==> config.mk <==
export PLATFORM = sky130hd
export DESIGN_NAME = met_div_cell
export DESIGN_NICKNAME = d
export VERILOG_FILES = /design/src/hw/rtl/mandelbrot_escape_time_unit_defines.svh /design/src/hw/rtl/met_pkg.sv /design/src/hw/rtl/met_div_cell.sv
export SDC_FILE = /design/constraint.sdc
export NUM_CORES = 1
export LEC_CHECK = 0
export BUFFER_PORTS_ARGS = -buffer_cell sky130_fd_sc_hd__buf_2
export CORE_MARGIN = 5
export CORE_UTILIZATION = 44
export DETAILED_ROUTE_END_ITERATION = 7
export GPL_ROUTABILITY_DRIVEN = 0
export GPL_TIMING_DRIVEN = 1
export PLACE_DENSITY = 0.81
export SETUP_SLACK_MARGIN = 0.05
export SYNTH_ARGS = -nofsm -noshare
export SYNTH_HDL_FRONTEND = slang
export SYNTH_SLANG_ARGS = --single-unit
==> constraint.sdc <==
create_clock -name clk_i -period 0.8 [get_ports clk_i]
set_input_delay 0.24 -clock clk_i [delete_from_list [all_inputs] [get_ports clk_i]]
set_output_delay 0.24 -clock clk_i [all_outputs]
set_load 0.02 [all_outputs]
==> src/hw/rtl/mandelbrot_escape_time_unit_defines.svh <==
// Assertion macros for the escape-time unit.
`ifndef MANDELBROT_ESCAPE_TIME_UNIT_DEFINES_SVH
`define MANDELBROT_ESCAPE_TIME_UNIT_DEFINES_SVH

`ifndef ASSERT_OFF
`define MET_ASSERT(lbl, prop, msg) \
  lbl: assert property (@(posedge clk_i) disable iff (!rst_ni) prop) else $error(msg);
`define MET_ASSERT_NEVER(lbl, cond, msg) \
  lbl: assert property (@(posedge clk_i) disable iff (!rst_ni) !(cond)) else $error(msg);
`else
`define MET_ASSERT(lbl, prop, msg)
`define MET_ASSERT_NEVER(lbl, cond, msg)
`endif

`endif

==> src/hw/rtl/met_pkg.sv <==
package met_pkg;

  localparam int MAX_DIM   = 4096;
  localparam int FRAC_BITS = 28;

  localparam int PIX_W     = $clog2(MAX_DIM);
  localparam int DIM_W     = PIX_W + 1;
  localparam int NUM_W     = PIX_W + 2;
  localparam int REM_W     = PIX_W;
  localparam int QUO_W     = FRAC_BITS + 2;
  localparam int WORD_W    = FRAC_BITS + 4;
  localparam int DIV_STEPS = NUM_W + FRAC_BITS;
  localparam int ITER_W    = 10;

  localparam int CFG_IDX_W  = 2;
  localparam int CFG_DATA_W = DIM_W;

  localparam logic [CFG_IDX_W-1:0] CFG_NUM_COLS = 2'd0;
  localparam logic [CFG_IDX_W-1:0] CFG_NUM_ROWS = 2'd1;
  localparam logic [CFG_IDX_W-1:0] CFG_MAX_ITER = 2'd2;

  localparam logic [DIM_W-1:0]  RST_NUM_COLS = DIM_W'(640);
  localparam logic [DIM_W-1:0]  RST_NUM_ROWS = DIM_W'(480);
  localparam logic [ITER_W-1:0] RST_MAX_ITER = ITER_W'(256);

  localparam logic [DIM_W-1:0] DIM_MIN = DIM_W'(2);
  localparam logic [DIM_W-1:0] DIM_MAX = DIM_W'(MAX_DIM);

  localparam logic signed [WORD_W-1:0] FP_ONE = WORD_W'(1) << FRAC_BITS;
  localparam logic signed [WORD_W-1:0] FP_TWO = WORD_W'(1) << (FRAC_BITS + 1);

  typedef struct packed {
    logic [REM_W-1:0] rem;
    logic [NUM_W-1:0] num;
    logic [QUO_W-1:0] quo;
  } met_lane_t;

  typedef struct packed {
    met_lane_t re;
    met_lane_t im;
  } met_pair_t;

  typedef struct packed {
    logic active;
    logic done;
  } met_iter_stat_t;

endpackage

==> src/hw/rtl/met_div_cell.sv <==
// One restoring division step for both coordinates.
module met_div_cell (
  input  logic                      clk_i,
  input  logic                      rst_ni,
  input  logic                      valid_i,
  input  met_pkg::met_pair_t        pair_i,
  input  logic [met_pkg::REM_W-1:0] den_re_i,
  input  logic [met_pkg::REM_W-1:0] den_im_i,
  output logic                      valid_o,
  output met_pkg::met_pair_t        pair_o
);

  function automatic met_pkg::met_lane_t lane_step(met_pkg::met_lane_t l,
                                                   logic [met_pkg::REM_W-1:0] den);
    logic [met_pkg::REM_W:0] trial;
    logic [met_pkg::REM_W:0] diff;
    logic                    ge;
    met_pkg::met_lane_t      n;
    trial = {l.rem, l.num[met_pkg::NUM_W-1]};
    diff  = trial - {1'b0, den};
    ge    = (trial >= {1'b0, den});
    n.rem = ge ? diff[met_pkg::REM_W-1:0] : trial[met_pkg::REM_W-1:0];
    n.num = {l.num[met_pkg::NUM_W-2:0], 1'b0};
    n.quo = {l.quo[met_pkg::QUO_W-2:0], ge};
    return n;
  endfunction

  met_pkg::met_pair_t pair_d;

  always_comb begin
    pair_d.re = lane_step(pair_i.re, den_re_i);
    pair_d.im = lane_step(pair_i.im, den_im_i);
  end

  always_ff @(posedge clk_i or negedge rst_ni) begin
    if (!rst_ni) begin
      valid_o <= 1'b0;
    end else begin
      valid_o <= valid_i;
    end
  end

  always_ff @(posedge clk_i) begin
    pair_o <= pair_d;
  end

endmodule

==> results of run 1 <==
metrics by stage:
stage,hold WS (ns),util [%],setup TNS [ns]
after detailed placement,0.0186,68.3,-40.10
after floorplan,-0.0556,-,-31.53
final,0.0919,94.8,-64.74
after CTS,0.000203,93.5,-54.15
after global routing,0.0816,94.7,-67.23
after global placement,0.0149,68.3,-38.45
area by class of cell:
class | instances | share of cell area, %
antenna | 5 | 0.160
sequential | 111 | 30.2
inverter | 33 | 1.74
tap | 105 | 1.68
multi-input combinational | 160 | 20.3
timing repair buffer | 400 | 43.1
clock buffer | 10 | 1.76
clock inverter | 6 | 1.07
repair_timing:
item                       4_1_cts  5_1_grt
cloned                           0        0
hold endpoints to repair        85        1
setup buffers                   11        4
pin swaps                       13        3
hold buffers                    85        1
setup endpoints to repair      137      137
resized for setup              358       16
state kept, by name, indices dropped and copies added, names as in the netlist:
name     cells
pair_o     110
valid_o      1
synthesized netlist by cell type (all sizes together) (3+ instances only):
library cell / instances
a21oi: 16
a21o: 6
nand2: 4
o21a: 5
ha: 24
nand4: 3
o21bai: 3
nor2: 11
nand2b: 3
mux2: 20
dfxtp: 110
nor2b: 5
buf: 4
mux2i: 4
xor2: 6
o31a: 3
o21ai: 8
nand3: 6
nor3: 5
xnor2: 9
a2111oi: 3
inv: 33
report_power, final:
part           internal [W]  leakage (nW)  switching [W]
clock               0.00162         0.112        0.00241
combinational       0.00262          2.74        0.00266
sequential          0.00612         0.940       0.000345
final timing paths:
check	from	endpoint	slack, ns	depth (start not counted)
worst min-delay path	pair_i[102]	pair_o[103]$_DFF_P_	0.09	2
max in group asynchronous	rst_ni	valid_o$_DFF_PN0_	0.49	2
min in group asynchronous	rst_ni	valid_o$_DFF_PN0_	0.22	2
worst max-delay path	pair_i[44]	pair_o[44]$_DFF_P_	-1.40	11
worst max-delay path: stages:
cell and delay (ns):
buf_8 0.10, ha_4 0.24, nor2b_4 0.15, o31a_1 0.32
nor3_2 0.22, o21a_2 0.18, a21oi_2 0.08, a2111oi_4 0.32
buf_4 0.24, buf_6 0.13, mux2i_2 0.25
per-layer routing:
metal	wire [um]	track usage [%]	vias up	part of all wire, %
met5	20	0	-	0.074
met1	8760	48.1	2316	32
met3	3520	12.8	254	13
met2	12000	70.4	659	44
met4	2820	26.6	2	10
li1	-	-	1853	-
cell usage in the layout, fill, tap and decap left out, types with 5 or more instances in the layout:
| cell | Yosys | final |
|---|---|---|
| buf_2 | 0 | 130 |
| buf_6 | 2 | 119 |
| dfxtp_2 | 0 | 110 |
| dlygate4sd3_1 | 0 | 86 |
| buf_4 | 2 | 61 |
| inv_1 | 33 | 26 |
| mux2_4 | 7 | 19 |
| ha_1 | 24 | 14 |
| a21oi_1 | 14 | 12 |
| nor2_1 | 11 | 10 |
| clkbuf_8 | 0 | 10 |
| xnor2_1 | 9 | 9 |
| ha_4 | 0 | 8 |
| o21ai_0 | 7 | 7 |
| a21o_1 | 6 | 6 |
| nand3_1 | 6 | 6 |
| xor2_1 | 6 | 6 |
| diode_2 | 0 | 5 |
cell families (layout without fill, tap and decap cells):
kind of cell	count (synthesis)	count (layout)	synth area share, %
flip-flops	111	111	59.2
AO/OA/AOI/OAI	50	50	10.1
AND/OR/NAND/NOR	43	43	5.92
buffers and inverters	37	449	4.29
adder cells (fa/ha/maj)	26	26	9.05
multiplexers	24	24	7.75
XOR/XNOR	15	15	3.49
other	1	7	0.0997
==> metrics, run 1 <==
chip width=102 um; Final #Nets=880; peak supply drop=1.57 mV; Max-Cap Viols=0; Max Root-Sink Buffers=2; number of flops mapped to enable cells by yosys=0; global-route wire length before repair=32.3 mm; Cell Pwr Density=2020 nW/um2; area of the multi-input gates=1590 um2; CP max FO=4; Synth Area per Inst=12.2 um2; post-synth top area share=58.6%; post-route minimum period=2.20 ns; post-synthesis sequential area ratio=59.2%; Num CTS Buffers=9; Residual DRC=0; mapped cell area=3760 um2; Tot GR Track Use=42.7%; Overflow after GRT=0; Worst EP arrival=2.49 ns; core region area=8260 um2; remaining antenna violation count=0; WL per Instance=32.7 um; Max transition margin=61.1%; Leak=3.79 nW; Tcrit/Tclk final=275%; crit path launch type=input port; Synth Warn #=0; overall power=0.0158 W; Reg area=2360 um2; largest net degree at the start of global routing=21; Sink Count=111; synth top area cells=dfxtp_1, ha_1, inv_1; Synth-to-Final Area Change=108%; setup violators final=137; 1st-iter DRT viols=612; ys flop type=dfxtp_1; violated checks=negative setup slack; DRT Pass-1 Iters=6; IO Pins=252; share of cells above drive strength 1=69.0%; final WL=27.1 mm; design area=7830 um2; Synth area leader=dfxtp_1; H-tree lvl count=3; fmax=455 MHz; Worst Tran Pin Value=0.577 ns; worst min path class=in2reg; total die area=10500 um2; DR vias/cell=6.13; CTS tree=yes; # rows=33; FF+latch count, synth=111; number of global-route vias before repair=5002; Initial Util=45.5%; Post-Layout Cell Count=830; critical path required time=1.09 ns; unrepaired setup endpoints after global routing=yes; Final Hold Viols=0; Yosys cell types=42; Root Buffer=clkbuf_8; final worst slack=-1.40 ns; number of fill cells in the layout=211; Worst-path clk slew=0.13 ns; Vias=5084; initial antenna violation count=4; Max Slew Vio Count=0; FFs w/ async S/R, synth=0.901%; cells after synthesis=307; Setup crit end kind=flip-flop; placed cells=708; Die Y=102 um; post-DP HPWL=10.4 mm; PortBufs=247; status=complete, but fails checks; Placement Cell Area=5640 um2; Placement Setup Slack=-1.71 ns; Setup CP Type=in2reg
Power figures use the tool's default switching activity.
==> run 2: changes to the inputs <==
--- a/config.mk
+++ b/config.mk
@@ -5,13 +5,14 @@
 export SDC_FILE = /design/constraint.sdc
 export NUM_CORES = 1
 export LEC_CHECK = 0
+export ABC_AREA = 1
 export BUFFER_PORTS_ARGS = -buffer_cell sky130_fd_sc_hd__buf_2
 export CORE_MARGIN = 5
-export CORE_UTILIZATION = 44
+export CORE_UTILIZATION = 47
 export DETAILED_ROUTE_END_ITERATION = 7
 export GPL_ROUTABILITY_DRIVEN = 0
 export GPL_TIMING_DRIVEN = 1
-export PLACE_DENSITY = 0.81
+export PLACE_DENSITY = 0.83
 export SETUP_SLACK_MARGIN = 0.05
 export SYNTH_ARGS = -nofsm -noshare
 export SYNTH_HDL_FRONTEND = slang
==> metrics, run 2 <==
FFs w/ async S/R, synth=0.901% (unchanged); Root Buffer=clkbuf_8 (unchanged); Placement Setup Slack=-0.971 ns (was -1.71 ns); number of flops mapped to enable cells by yosys=0 (unchanged); cells after synthesis=484 (was 307); Synth Area per Inst=8.77 um2 (was 12.2 um2); PortBufs=247 (unchanged); # rows=34 (was 33); post-synthesis sequential area ratio=52.5% (was 59.2%); Max Root-Sink Buffers=2 (unchanged); hold buffer count at cts=86 (was 85); Synth Warn #=0 (unchanged); Err=[ERROR DPL-0038] Utilization greater than 100%, impossible to legalize; H-tree lvl count=3 (unchanged); mapped cell area=4240 um2 (was 3760 um2); cts repair resizes=442 (was 358); Sink Count=111 (unchanged); Yosys cell types=31 (was 42); Num CTS Buffers=9 (unchanged); most numerous cell in the Yosys netlist=nand2_1 (was dfxtp_1); ys flop type=dfxtp_1 (unchanged); chip width=105 um (was 102 um); FF+latch count, synth=111 (unchanged); post-DP HPWL=12.5 mm (was 10.4 mm); Post CTS Setup Buffer Count=14 (was 11); Initial Util=48.4% (was 45.5%); post-synth top area share=51.9% (was 58.6%); status=stopped before the end (was complete, but fails checks); Halt Stage=clock tree synthesis (4_1_cts); Synth area leader=dfxtp_1 (unchanged); IO Pins=252 (unchanged); synth top area cells=dfxtp_1, nand2_1, inv_1 (was dfxtp_1, ha_1, inv_1); Die Y=105 um (was 102 um); most frequent cells after synthesis=nand2_1, dfxtp_1, inv_1 (was dfxtp_1, inv_1, ha_1)
==> run 2: cell types whose count changed after synthesis, sizes merged, moves of 13 or more <==
cell and change:
nand2 +130, nand3 +27, inv +57, nand4 +15, mux2 -20, nor2 +13
==> run 2: cell families after synthesis <==
| logic type | after synthesis | share of synthesized area (%) |
|---|---|---|
| compound gates | 22 | 3.39 |
| xor+xnor | 11 | 2.27 |
| fa+ha+maj | 26 | 8.02 |
| buf+inv | 96 | 9.44 |
| flops | 111 | 52.5 |
| other cells | 1 | 0.0884 |
| simple gates | 217 | 24.3 |
==> run 2: stage by stage <==
step | cells | area (um2) | hold slack, ns | utilization, %
floorplan | 485 | 4590 | -0.0556 | -
detailed placement | 899 | 6380 | 0.0157 | 72.8
global placement | 899 | 6380 | 0.0146 | 72.8
==> run 3: changes to the inputs <==
--- a/config.mk
+++ b/config.mk
@@ -8,12 +8,11 @@
 export ABC_AREA = 1
 export BUFFER_PORTS_ARGS = -buffer_cell sky130_fd_sc_hd__buf_2
 export CORE_MARGIN = 5
-export CORE_UTILIZATION = 47
+export CORE_UTILIZATION = 40
 export DETAILED_ROUTE_END_ITERATION = 7
 export GPL_ROUTABILITY_DRIVEN = 0
 export GPL_TIMING_DRIVEN = 1
-export PLACE_DENSITY = 0.83
-export SETUP_SLACK_MARGIN = 0.05
+export PLACE_DENSITY_LB_ADDON = 0.15
 export SYNTH_ARGS = -nofsm -noshare
 export SYNTH_HDL_FRONTEND = slang
 export SYNTH_SLANG_ARGS = --single-unit
==> metrics, run 3 <==
placed cells=930 (was 899); hold path depth=3; WP buf/inv=2; design area=9250 um2; FF+latch count, synth=111 (unchanged); Tcrit/Tclk final=172%; Synth area leader=dfxtp_1 (unchanged); crit path launch type=input port; H-tree lvl count=3 (unchanged); share of cells above drive strength 1=68.2%; peak supply drop=1.15 mV; most frequent cells after synthesis=nand2_1, dfxtp_1, inv_1 (unchanged); Worst path max stage delay=0.32 ns; CP Cell Sequence=buf_6 -> ha_4 -> nand2_1 -> buf_4 -> nor2_1 -> nand3_1 -> nand3_1 -> nand2_1 -> nand3_4 -> nand2_2; Final #Nets=1089; most frequent cells in the layout=buf_6, buf_2, dfxtp_2; core region area=10300 um2; fmax=725 MHz; Max Slew Vio Count=0; critical path required time=1.09 ns; Initial Util=41.1% (was 48.4%); DR vias/cell=4.95; Hold Crit Start=pair_i[99]; Post-Layout Cell Count=1069; IO Pins=252 (unchanged); Root Buffer=clkbuf_8 (unchanged); Synth Area per Inst=8.77 um2 (unchanged); Setup crit end kind=flip-flop; Cell Pwr Density=1670 nW/um2; Synth-to-Final Area Change=118%; Max Root-Sink Buffers=2 (unchanged); chip width=113 um (was 105 um); Num CTS Buffers=9 (unchanged); Leak=4.56 nW; Synth Warn #=0 (unchanged); final WL=22.4 mm; final worst slack=-0.579 ns; total die area=12800 um2; CP max FO=4; Max-Cap Viols=0; initial antenna violation count=4; DRT Pass-1 Iters=5; Worst EP arrival=1.67 ns; Slowest-stage cell, CP=ha_4; crit path from=pair_i[107]; worst min path class=in2reg; violated checks=negative setup slack; PortBufs=247 (unchanged); post-DP HPWL=11.6 mm (was 12.5 mm); Yosys cell types=31 (unchanged); CTS tree=yes; max reg flops=110; number of fill cells in the layout=413; Crit path max-delay family=simple AND/OR/NAND/NOR gates; unrepaired setup endpoints after global routing=yes; Final Hold Viols=0; post-route minimum period=1.38 ns; Vias=5288; Largest Register=pair_o; synth top area cells=dfxtp_1, nand2_1, inv_1 (unchanged); Placement Cell Area=6460 um2 (was 6380 um2); Tot GR Track Use=32.3%; Setup CP Type=in2reg; mapped cell area=4240 um2 (unchanged); Overflow after GRT=0; remaining antenna violation count=0; # rows=37 (was 34); most numerous cell in the Yosys netlist=nand2_1 (unchanged); cells after synthesis=484 (unchanged); post-synth top area share=51.9% (unchanged); Die Y=113 um (was 105 um); post-synthesis sequential area ratio=52.5% (unchanged); ys flop type=dfxtp_1 (unchanged); global-route wire length before repair=31.9 mm; cell count along the critical path=10; number of global-route vias before repair=5406; FFs w/ async S/R, synth=0.901% (unchanged); status=complete, but fails checks (was stopped before the end); Sink Count=111 (unchanged); largest net degree at the start of global routing=22; Worst-path clk slew=0.12 ns; 1st-iter DRT viols=403; most common cell after layout, fill and taps aside=buf_6; setup violators final=137; Largest regs=pair_o: 110 flops, valid_o: 1 flops; Critical path destination=pair_o[110]$_DFF_P_; WL per Instance=21.0 um; number of flops mapped to enable cells by yosys=0 (unchanged); Worst Hold Margin=0.0944 ns; Residual DRC=0
[run 3: cell families after synthesis]
kind of cell | count (synthesis) | share of synthesized area, %
and+or+nand+nor | 217 | 24.3
DFF | 111 | 52.5
buffers and inverters | 96 | 9.44
adders and majority gates | 26 | 8.02
AOI/OAI and AO/OA | 22 | 3.39
xor gates and xnor gates | 11 | 2.27
other | 1 | 0.0884
[run 3: how the worst min path moves through the flow]
stage                                endpoint  slack, ns
final                     pair_o[100]$_DFF_P_       0.09
after global placement      valid_o$_DFF_PN0_       0.02
after global routing      pair_o[100]$_DFF_P_       0.09
after detailed placement    valid_o$_DFF_PN0_       0.02
after CTS                 pair_o[102]$_DFF_P_       0.09
after floorplan             valid_o$_DFF_PN0_      -0.06
[run 3: through the flow]
step	worst slack (ns)	power (W)	utilization (%)	TNS, ns
detailed placement	-0.987	0.00989	62.6	-23.16
global route	-0.641	0.0161	89.6	-47.64
floorplan	-0.667	0.00830	-	-15.92
finish	-0.579	0.0155	89.6	-43.26
global placement	-0.921	0.00981	62.6	-22.07
CTS	-0.390	0.0148	86.7	-40.73
[run 3: metal layers]
layer  GRT usage, %  vias up  part of all wire, %
met5              0        -                    0
met2           56.6      306                   50
met4           15.7        0                  5.5
met3           6.90       80                  7.4
met1           37.4     2517                   37
li1               -     2385                    -
[run 3: what timing repair did]
action	in CTS	in global routing
setup endpoints to repair	137	137
setup buffers	22	9
gates resized for setup	438	59
endpoints found under the hold margin	86	0
gates cloned	2	0
hold buffers	86	0
pin swaps	39	47
[run 3: layout make-up]
class / instances / area (um2) / area share, %
diodes: 4 / 10.0 / 0.108
repair buffers: 433 / 3810 / 41.1
multi-input cells: 279 / 2310 / 25.0
flip-flops and latches: 111 / 2360 / 25.5
inverters: 90 / 385 / 4.16
well taps: 136 / 170 / 1.84
clock buffers: 9 / 124 / 1.34
clock inverters: 7 / 77.6 / 0.838
[run 3: report_power, final]
group	internal, W	switching [W]
clock	0.00125	0.00224
combinational	0.00289	0.00275
sequential	0.00610	0.000268
==> run 4: changes to the inputs <==
--- a/config.mk
+++ b/config.mk
@@ -6,7 +6,7 @@
 export NUM_CORES = 1
 export LEC_CHECK = 0
 export ABC_AREA = 1
-export BUFFER_PORTS_ARGS = -buffer_cell sky130_fd_sc_hd__buf_2
+export BUFFER_PORTS_ARGS = -buffer_cell sky130_fd_sc_hd__buf_4
 export CORE_MARGIN = 5
 export CORE_UTILIZATION = 40
 export DETAILED_ROUTE_END_ITERATION = 7
==> metrics, run 4 (synthesized netlist as in run 3, its figures left out) <==
critical path required time=1.10 ns (was 1.09 ns); most common cell after layout, fill and taps aside=buf_4 (was buf_6); Synth-to-Final Area Change=129% (was 118%); PortBufs=247 (unchanged); unrepaired setup endpoints after global routing=yes (unchanged); Die Y=113 um (unchanged); met3 wire len=3.44 mm (was 1.66 mm); Placement Cell Area=7090 um2 (was 6460 um2); M1 WL=10.2 mm (was 8.37 mm); Max Slew Vio Count=0 (unchanged); Largest regs=pair_o: 110 flops, valid_o: 1 flops (unchanged); Overflow after GRT=0 (unchanged); 1st-iter DRT viols=819 (was 403); Max Root-Sink Buffers=2 (unchanged); Root Buffer=clkbuf_8 (unchanged); Top Layer Used=met4 (unchanged); Leak=4.76 nW (was 4.56 nW); share of cells above drive strength 1=71.6% (was 68.2%); remaining antenna violation count=0 (unchanged); chip width=113 um (unchanged); core region area=10300 um2 (unchanged); post-DP HPWL=12.3 mm (was 11.6 mm); Final #Nets=1092 (was 1089); number of fill cells in the layout=275 (was 413); Largest Register=pair_o (unchanged); Cell Pwr Density=1750 nW/um2 (was 1670 nW/um2); met2 wire length=14.2 mm (was 11.2 mm); Worst-path clk slew=0.12 ns (about the same); Setup crit end kind=flip-flop (unchanged); overall power=0.0170 W (was 0.0155 W); Sink Count=111 (unchanged); DRT Pass-1 Iters=6 (was 5); CTS tree=yes (unchanged); # rows=37 (unchanged); Max-Cap Viols=0 (unchanged); Tot GR Track Use=37.0% (was 32.3%); fmax=594 MHz (was 725 MHz); design area=9720 um2 (was 9250 um2); Num CTS Buffers=9 (unchanged); Vias=6157 (was 5288); setup violators final=137 (unchanged); CP max FO=4 (unchanged); final setup TNS=-51.01 ns (was -43.26 ns); Tcrit/Tclk final=211% (was 172%); post-route minimum period=1.68 ns (was 1.38 ns); status=complete, but fails checks (unchanged); Initial Util=41.1% (unchanged); Worst EP arrival=1.98 ns (was 1.67 ns); IO Pins=252 (unchanged); max reg flops=110 (unchanged); largest net degree at the start of global routing=20 (was 22); crit path launch type=input port (unchanged); number of global-route vias before repair=5850 (was 5406); Setup CP Type=in2reg (unchanged); Residual DRC=0 (unchanged); Final Hold Viols=0 (unchanged); WL per Instance=29.2 um (was 21.0 um); initial antenna violation count=1 (was 4); most frequent cells in the layout=buf_4, buf_6, dfxtp_2 (was buf_6, buf_2, dfxtp_2); violated checks=negative setup slack (unchanged); worst min path class=in2reg (unchanged); Worst Hold Margin=0.107 ns (was 0.0944 ns); total die area=12800 um2 (unchanged); H-tree lvl count=3 (unchanged); final worst slack=-0.884 ns (was -0.579 ns); DR vias/cell=5.76 (was 4.95); peak supply drop=1.22 mV (was 1.15 mV); final WL=31.2 mm (was 22.4 mm); global-route wire length before repair=35.9 mm (was 31.9 mm); Placement Setup Slack=-0.924 ns (was -0.987 ns)
-- run 4: per-stage QoR --
step           util [%]  cells
3_5_place_dp       68.7    932
3_3_place_gp       68.7    932
5_1_grt            94.1   1069
4_1_cts            89.8   1056
2_1_floorplan         -    485
6_report           94.1   1069
-- run 4: cell type report --
cell class	count	area (um2)	share of cell area (%)
diodes	1	2.50	0.0257
clock buffers	10	138	1.42
well taps	136	170	1.75
flip-flops and latches	111	2360	24.3
clock inverters	6	73.8	0.760
multi-input cells	278	2490	25.6
inverters	90	388	3.99
repair buffers	437	4090	42.1
-- run 4: worst max-delay path, cell delays in order --
cell and delay, ns:
buf_4 0.12, inv_1 0.08, ha_4 0.32, nand2_2 0.08, buf_4 0.15, inv_1 0.18, nand2_1 0.10, nand2_1 0.12
nand2_2 0.09, nand3_1 0.14, nand2_2 0.14, nand3_4 0.13, nand2_2 0.06
-- run 4: worst paths after layout --
| path | start | end | slack (ns) | cells past startpoint |
|---|---|---|---|---|
| max | den_re_i[5] | pair_o[110]$_DFF_P_ | -0.88 | 13 |
| min | pair_i[99] | pair_o[100]$_DFF_P_ | 0.11 | 3 |
| max in group asynchronous | rst_ni | valid_o$_DFF_PN0_ | 0.54 | 2 |
| min in group asynchronous | rst_ni | valid_o$_DFF_PN0_ | 0.18 | 2 |
-- run 4: power by group --
| part | total [W] | switching [W] | leakage [nW] | internal [W] |
|---|---|---|---|---|
| combinational | 0.00662 | 0.00344 | 3.71 | 0.00318 |
| clock | 0.00392 | 0.00233 | 0.107 | 0.00159 |
| sequential | 0.00643 | 0.000333 | 0.941 | 0.00610 |
-- run 4: what timing repair did --
item | CTS | global route
endpoints found under the setup margin | 137 | 137
hold endpoints to repair | 86 | 0
gates resized for setup | 332 | 92
cloned | 1 | 0
buffers inserted | 21 | 12
pin swaps | 71 | 54
hold buffers | 86 | 0
-- run 4: per-layer routing --
layer  GRT usage [%]  vias up
li1                -     2378
met3            10.5      286
met2            63.6      666
met1            41.4     2827
met5               0        -
met4            19.6        0
